`config.mk`:
```
export PLATFORM = sky130hd
export DESIGN_NAME = joystick_frame_parser
export DESIGN_NICKNAME = d
export VERILOG_FILES = /design/src/hdl/jfp_pkg.sv /design/src/hdl/jfp_core.sv /design/src/hdl/joystick_frame_parser.sv
export SDC_FILE = /design/constraint.sdc
export NUM_CORES = 1
export LEC_CHECK = 0
export BUFFER_PORTS_ARGS = -buffer_cell sky130_fd_sc_hd__buf_2
export CORE_MARGIN = 8
export CORE_UTILIZATION = 40
export DETAILED_ROUTE_END_ITERATION = 6
export HOLD_SLACK_MARGIN = 0.12
export MAX_ROUTING_LAYER = met4
export SETUP_SLACK_MARGIN = 0.15
export SYNTH_ARGS = -nofsm -noshare
export SYNTH_HDL_FRONTEND = slang
export SYNTH_SLANG_ARGS = --single-unit
```
`constraint.sdc`:
```
create_clock -name clk -period 12.25 [get_ports clk]
set_clock_uncertainty 0.15 [all_clocks]
set_input_delay 1.225 -clock clk [delete_from_list [all_inputs] [get_ports clk]]
set_output_delay 1.225 -clock clk [all_outputs]
set_load 0.1 [all_outputs]
```
`src/hdl/jfp_pkg.sv`:
```
// ----------------------------------------------------------------------------
// jfp_pkg
// shared types and character codes for the joystick frame parser
// ----------------------------------------------------------------------------
package jfp_pkg;

    // frame characters
    localparam logic [7:0] CHAR_START = 8'h53;  // 'S'
    localparam logic [7:0] CHAR_END   = 8'h45;  // 'E'
    localparam logic [7:0] CHAR_COMMA = 8'h2C;  // ','
    localparam logic [7:0] CHAR_ZERO  = 8'h30;  // '0'
    localparam logic [7:0] CHAR_NINE  = 8'h39;  // '9'
    localparam logic [7:0] CHAR_PLUS  = 8'h2B;  // '+'
    localparam logic [7:0] CHAR_MINUS = 8'h2D;  // '-'
    localparam logic [7:0] CHAR_SPACE = 8'h20;
    localparam logic [7:0] CHAR_TAB   = 8'h09;
    localparam logic [7:0] CHAR_CR    = 8'h0D;
    localparam logic [7:0] CHAR_NUL   = 8'h00;

    // magnitude saturation point
    localparam int unsigned MAG_W     = 16;
    localparam logic [MAG_W-1:0] MAG_LIMIT = 16'd32768;

    // one decoded frame
    typedef struct packed {
        logic               controller_id;
        logic signed [15:0] x_value;
        logic signed [15:0] y_value;
    } result_t;

endpackage

```
`src/hdl/jfp_core.sv`:
```
// ----------------------------------------------------------------------------
// jfp_core
// per-byte frame state update and result formatting
// ----------------------------------------------------------------------------
module jfp_core #(
    parameter int BUFFER_BYTES = 128
) (
    input  logic             clk,
    input  logic             rst_n,
    input  logic             step,
    input  logic [7:0]       rx_byte,
    output logic             emit,
    output jfp_pkg::result_t result
);

    localparam int CNT_W = $clog2(BUFFER_BYTES);

    typedef enum logic [1:0] {
        PH_BLANK  = 2'd0,
        PH_DIGITS = 2'd1,
        PH_DONE   = 2'd2
    } phase_t;

    logic [CNT_W-1:0]          count_reg,  count_next;
    logic                      open_reg,   open_next;
    logic                      bad_reg,    bad_next;
    logic                      id_reg,     id_next;
    logic                      fsel_reg,   fsel_next;
    phase_t                    phase_reg,  phase_next;
    logic                      neg_reg,    neg_next;
    logic [jfp_pkg::MAG_W-1:0] xmag_reg,   xmag_next;
    logic [jfp_pkg::MAG_W-1:0] ymag_reg,   ymag_next;
    logic                      xneg_reg,   xneg_next;

    logic                      kept;
    logic                      is_digit;
    logic                      is_blank;
    logic [jfp_pkg::MAG_W-1:0] cur_mag;
    logic [18:0]               mag_sum;
    logic [jfp_pkg::MAG_W-1:0] mag_acc;
    logic [jfp_pkg::MAG_W-1:0] fed_mag;
    phase_t                    fed_phase;
    logic                      fed_neg;

    // signed 16-bit view of a saturated magnitude
    function automatic logic [15:0] to_signed16(input logic [jfp_pkg::MAG_W-1:0] mag,
                                                input logic neg);
        logic [15:0] val;
        begin
            if (neg)
            begin
                val = 16'(~mag + 16'd1);
            end
            else if (mag > 16'd32767)
            begin
                val = 16'd32767;
            end
            else
            begin
                val = mag;
            end
            return val;
        end
    endfunction

    // character classes
    assign is_digit = (rx_byte >= jfp_pkg::CHAR_ZERO) && (rx_byte <= jfp_pkg::CHAR_NINE);
    assign is_blank = (rx_byte == jfp_pkg::CHAR_SPACE) ||
                      ((rx_byte >= jfp_pkg::CHAR_TAB) && (rx_byte <= jfp_pkg::CHAR_CR));
    assign kept     = count_reg < CNT_W'(BUFFER_BYTES - 1);

    // decimal accumulate, times ten by shifts, saturated
    assign cur_mag = fsel_reg ? ymag_reg : xmag_reg;
    assign mag_sum = (19'(cur_mag) << 3) + (19'(cur_mag) << 1)
                   + 19'(rx_byte - jfp_pkg::CHAR_ZERO);
    assign mag_acc = (mag_sum > 19'(jfp_pkg::MAG_LIMIT)) ? jfp_pkg::MAG_LIMIT
                                                          : mag_sum[15:0];

    // number field parsing for the selected field
    always_comb
    begin
        fed_mag   = cur_mag;
        fed_phase = phase_reg;
        fed_neg   = neg_reg;
        unique case (phase_reg)
            PH_BLANK:
            begin
                if (is_blank)
                begin
                    fed_phase = PH_BLANK;
                end
                else if (rx_byte == jfp_pkg::CHAR_PLUS)
                begin
                    fed_phase = PH_DIGITS;
                end
                else if (rx_byte == jfp_pkg::CHAR_MINUS)
                begin
                    fed_neg   = 1'b1;
                    fed_phase = PH_DIGITS;
                end
                else if (is_digit)
                begin
                    fed_mag   = mag_acc;
                    fed_phase = PH_DIGITS;
                end
                else
                begin
                    fed_phase = PH_DONE;
                end
            end
            PH_DIGITS:
            begin
                if (is_digit)
                begin
                    fed_mag = mag_acc;
                end
                else
                begin
                    fed_phase = PH_DONE;
                end
            end
            default:
            begin
                fed_phase = phase_reg;
            end
        endcase
    end

    // result fields from the current frame state
    always_comb
    begin
        result.controller_id = id_reg;
        result.x_value       = to_signed16(xmag_reg, fsel_reg ? xneg_reg : neg_reg);
        result.y_value       = fsel_reg ? to_signed16(ymag_reg, neg_reg) : 16'sd0;
    end

    // frame state update for one item
    always_comb
    begin
        count_next = count_reg;
        open_next  = open_reg;
        bad_next   = bad_reg;
        id_next    = id_reg;
        fsel_next  = fsel_reg;
        phase_next = phase_reg;
        neg_next   = neg_reg;
        xmag_next  = xmag_reg;
        ymag_next  = ymag_reg;
        xneg_next  = xneg_reg;
        emit       = 1'b0;

        if (step)
        begin
            if (rx_byte == jfp_pkg::CHAR_START)
            begin
                count_next = CNT_W'(1);
                open_next  = 1'b1;
                bad_next   = 1'b0;
                id_next    = 1'b1;
                fsel_next  = 1'b0;
                phase_next = PH_BLANK;
                neg_next   = 1'b0;
                xmag_next  = '0;
                ymag_next  = '0;
                xneg_next  = 1'b0;
            end
            else if (open_reg)
            begin
                if (kept)
                begin
                    count_next = count_reg + CNT_W'(1);
                end
                else
                begin
                    bad_next = 1'b1;
                end
                if (rx_byte == jfp_pkg::CHAR_NUL)
                begin
                    bad_next = 1'b1;
                end

                if (rx_byte == jfp_pkg::CHAR_END)
                begin
                    // close the frame, report it if good
                    emit       = !bad_next;
                    count_next = '0;
                    open_next  = 1'b0;
                    bad_next   = 1'b0;
                    id_next    = 1'b1;
                    fsel_next  = 1'b0;
                    phase_next = PH_BLANK;
                    neg_next   = 1'b0;
                    xmag_next  = '0;
                    ymag_next  = '0;
                    xneg_next  = 1'b0;
                end
                else if (!bad_next)
                begin
                    if (count_reg == CNT_W'(1))
                    begin
                        id_next = (rx_byte != jfp_pkg::CHAR_ZERO);
                    end
                    else if (count_reg >= CNT_W'(3))
                    begin
                        if (!fsel_reg && (rx_byte == jfp_pkg::CHAR_COMMA))
                        begin
                            xneg_next  = neg_reg;
                            fsel_next  = 1'b1;
                            phase_next = PH_BLANK;
                            neg_next   = 1'b0;
                        end
                        else
                        begin
                            phase_next = fed_phase;
                            neg_next   = fed_neg;
                            if (fsel_reg)
                            begin
                                ymag_next = fed_mag;
                            end
                            else
                            begin
                                xmag_next = fed_mag;
                            end
                        end
                    end
                end
            end
        end
    end

    // frame state registers
    always_ff @(posedge clk or negedge rst_n)
    begin
        if (!rst_n)
        begin
            count_reg <= '0;
            open_reg  <= 1'b0;
            bad_reg   <= 1'b0;
            id_reg    <= 1'b1;
            fsel_reg  <= 1'b0;
            phase_reg <= PH_BLANK;
            neg_reg   <= 1'b0;
            xmag_reg  <= '0;
            ymag_reg  <= '0;
            xneg_reg  <= 1'b0;
        end
        else
        begin
            count_reg <= count_next;
            open_reg  <= open_next;
            bad_reg   <= bad_next;
            id_reg    <= id_next;
            fsel_reg  <= fsel_next;
            phase_reg <= phase_next;
            neg_reg   <= neg_next;
            xmag_reg  <= xmag_next;
            ymag_reg  <= ymag_next;
            xneg_reg  <= xneg_next;
        end
    end

endmodule

```
`src/hdl/joystick_frame_parser.sv`:
```
// ----------------------------------------------------------------------------
// joystick_frame_parser
// parses serial bytes into joystick frames: S, id, separator, x, comma, y, E
// ----------------------------------------------------------------------------
//  channel   direction  handshake              payload
//  input     in         in_valid / in_ready    rx_byte
//  output    out        out_valid / out_ready  controller_id, x_value, y_value
//
//  one byte per cycle while in_ready is high; a byte goes through an input
//  register, then the frame state update, and a finished frame is loaded into
//  the output register when its E byte moves on from the input register
//  reset clears the frame state and the valid flags of both registers
//  a stalled output holds its item; in_ready drops only while both registers
//  hold an item and out_ready is low
// ----------------------------------------------------------------------------
module joystick_frame_parser #(
    parameter int BUFFER_BYTES = 128
) (
    input  logic               clk,
    input  logic               rst_n,
    input  logic               in_valid,
    output logic               in_ready,
    input  logic [7:0]         rx_byte,
    output logic               out_valid,
    input  logic               out_ready,
    output logic               controller_id,
    output logic signed [15:0] x_value,
    output logic signed [15:0] y_value
);

    logic             in_valid_reg;
    logic [7:0]       byte_reg;
    logic             out_valid_reg;
    jfp_pkg::result_t result_reg;
    jfp_pkg::result_t core_result;
    logic             advance;
    logic             step;
    logic             emit;

    // the input register moves on when the output register is free
    assign advance  = !out_valid_reg || out_ready;
    assign step     = in_valid_reg && advance;
    assign in_ready = !in_valid_reg || advance;

    jfp_core #(
        .BUFFER_BYTES (BUFFER_BYTES)
    ) u_core (
        .clk     (clk),
        .rst_n   (rst_n),
        .step    (step),
        .rx_byte (byte_reg),
        .emit    (emit),
        .result  (core_result)
    );

    // input register
    always_ff @(posedge clk or negedge rst_n)
    begin
        if (!rst_n)
        begin
            in_valid_reg <= 1'b0;
        end
        else if (in_valid && in_ready)
        begin
            in_valid_reg <= 1'b1;
        end
        else if (advance)
        begin
            in_valid_reg <= 1'b0;
        end
    end

    always_ff @(posedge clk)
    begin
        if (in_valid && in_ready)
        begin
            byte_reg <= rx_byte;
        end
    end

    // output register
    always_ff @(posedge clk or negedge rst_n)
    begin
        if (!rst_n)
        begin
            out_valid_reg <= 1'b0;
        end
        else if (advance)
        begin
            out_valid_reg <= emit;
        end
    end

    always_ff @(posedge clk)
    begin
        if (advance && emit)
        begin
            result_reg <= core_result;
        end
    end

    assign out_valid     = out_valid_reg;
    assign controller_id = result_reg.controller_id;
    assign x_value       = result_reg.x_value;
    assign y_value       = result_reg.y_value;

endmodule

```
==> qor.txt <==
Status: completed
Lkg Pwr: 3.29 nW
Sequential-to-total area share from yosys stat: 36.7%
Worst Hold Launch: u_core.id_reg$_DFFE_PN1P_
Hold slack: 0.369 ns
Slew headroom: 25.1%
Layout area overhead: 9.45%
Cell count of the worst reg-to-reg path: 14
Final Power: 0.788 mW
Crit path kind: register to register
Io pins: 47
CTS Buffer Depth: 2
Critical Path Fanout Max: 19
Setup slack, reg-to-reg: 6.53 ns
CTS Buf Count: 9
# setup viols final: 0
Setup crit end kind: register
Post_cts resized: 0
Mapped Avg Cell Area: 9.35 µm²
Syn Std Cell Area: 0.00670 mm²
Synth top area share: 18.4%
Placer Congestion: 0.886
Max-Cap Viols: 0
Pwr/cell area: 108 mW/mm²
Hold Path Class: register to register
Initial antenna violation count: 0
Slew @ Worst Pin: 1.12 ns
Initial cell density of the core: 40.7%
IO Port Bufs: 46
Die area: 0.0211 mm²
Final instance area: 0.00733 mm²
Synth cell types: 89
Post-synthesis async set-or-reset flop share: 54.4%
Critical Path Source Type: register
Clk_lat worst skew: 0.35 ns
Tmin final: 5.72 ns
Setup ws final: 6.53 ns
Antenna-violating nets left: 0
Die Span X: 145 µm
Routed via count: 5556
Post-Syn Nets: 772
Die height: 145 µm
R2r endpoint: u_core.xmag_reg[7]$_DFFE_PN0P_
Mapped Cells: 716
RSZ-0062 raised after global routing: false
Hold Path Depth: 2
Most common cell after layout, fill and taps aside: nand2_1
Cell taking the most area after synthesis: edfxtp_1
Gr usage total: 16.7%
Main synth FF type: dfrtp_1
Worst path required time: 12.33 ns
WL/cell: 17.5 µm
Crit share post-route: 46.7%
Core Rows: 47
Max Freq: 175 MHz
Dpl ws: 6.55 ns
Critical path arrival: 5.80 ns
Synth warn: 0
Largest net degree at the start of global routing: 50
Initial drt markers: 406
Post-synth EDFFs: 41
Seq cells post-synth: 90
Commonest non-fill, non-tap cells in the layout: nand2_1 (74), nor2_1 (59), inv_1 (55)
Ant diodes: 0
Top cells by area, synth: edfxtp_1 (18%), dfrtp_1 (18%), ha_1 (5.4%)
TritonCTS clock tree: yes
Final hold viol count: 0
Std-Cell Core Area: 0.0165 mm²
Hold EP: u_core.id_reg$_DFFE_PN1P_
First-pass GRT wire length: 28600 µm
Post-Route Utilization: 44.5%
Clk sinks: 90
Finished Layout Cells: 967
Layout cells sized above 1: 15.4%
Final HPWL DP: 12900 µm
1st-pass router iterations: 4
Vias per inst: 5.75
Post-CTS setup buffer count: 0
Final TNS setup: 0 ns
Area after DPL: 0.00697 mm²
Residual DRC: 0
Final WL: 16900 µm
# nets final: 798
Worst VDD drop: 0.0000654 V
Clock root buffer: clkbuf_16
# H-tree levels: 3
Max-slew violations: 0
Clock-pin slew on the worst setup and hold paths: 0.06 ns
Hold-fix buffers, CTS: 0
RR Startpoint: byte_reg[4]$_DFFE_PP_
Gr ovfl total: 0
Placed insts: 951
Vias in the first global route: 5487
[per-layer routing]
metal / GRT usage, % / part of all wire, %
met4: 5.52 / 2.2
met3: 3.14 / 4.1
met1: 21.8 / 48
met2: 25.7 / 45
met5: - / 0
[cell families after synthesis]
family / share of synthesized area (%)
XOR/XNOR: 2.35
multiplexers: 2.91
flip-flops: 36.7
adder cells (fa/ha/maj): 9.90
AO/OA/AOI/OAI: 23.0
buffers and inverters: 6.99
AND/OR/NAND/NOR: 18.2
[where the power goes]
part	leakage (nW)	total (mW)	switching, mW	internal (mW)
sequential	1.12	0.342	0.0153	0.327
clock	0.176	0.338	0.118	0.219
combinational	1.99	0.109	0.0687	0.0404
[Yosys cell counts (all sizes together), types with 10 or more instances]
| cell type | count |
|---|---|
| nor3 | 14 |
| nand2 | 75 |
| dfrtp | 48 |
| or3 | 16 |
| xor2 | 13 |
| buf | 20 |
| nand2b | 10 |
| ha | 29 |
| inv | 55 |
| a21oi | 54 |
| nor2 | 60 |
| o21ai | 50 |
| fa | 15 |
| edfxtp | 41 |
| a31oi | 16 |
| nand4 | 12 |
| o31ai | 27 |
| mux2 | 12 |
| clkbuf | 14 |
[final cells by class]
type / instances / area [µm²]
inverter: 55 / 206
timing repair buffer: 50 / 260
fill: 1584 / 9140
sequential: 90 / 2460
clock inverter: 6 / 130
multi-input combinational: 536 / 3770
tap: 220 / 275
clock buffer: 10 / 229
[how the worst max path moves through the flow]
stage | from | endpoint | slack, ns | cells after the start
floorplan | byte_reg[7]$_DFFE_PP_ | u_core.xmag_reg[8]$_DFFE_PN0P_ | 7.52 | 16
CTS | byte_reg[4]$_DFFE_PP_ | u_core.xmag_reg[7]$_DFFE_PN0P_ | 6.46 | 14
global placement | byte_reg[4]$_DFFE_PP_ | u_core.xmag_reg[4]$_DFFE_PN0P_ | 6.76 | 14
detailed placement | byte_reg[4]$_DFFE_PP_ | u_core.xmag_reg[7]$_DFFE_PN0P_ | 6.55 | 14
finish | byte_reg[4]$_DFFE_PP_ | u_core.xmag_reg[7]$_DFFE_PN0P_ | 6.53 | 14
global route | byte_reg[4]$_DFFE_PP_ | u_core.xmag_reg[7]$_DFFE_PN0P_ | 6.08 | 14
[worst max-delay path: stages (launching register included)]
cell and delay [ns]:
edfxtp_1 0.48, ha_1 0.33, nor2_1 0.60, inv_1 0.39, fa_1 0.62, inv_1 0.04, ha_1 0.36, a21oi_1 0.16
o21ai_1 0.15, or2_1 0.29, o311a_2 0.43, o21bai_4 0.19, o31ai_4 0.75, a41oi_1 0.29, o31ai_1 0.36
Note: power is estimated with default switching activity, not from simulation.
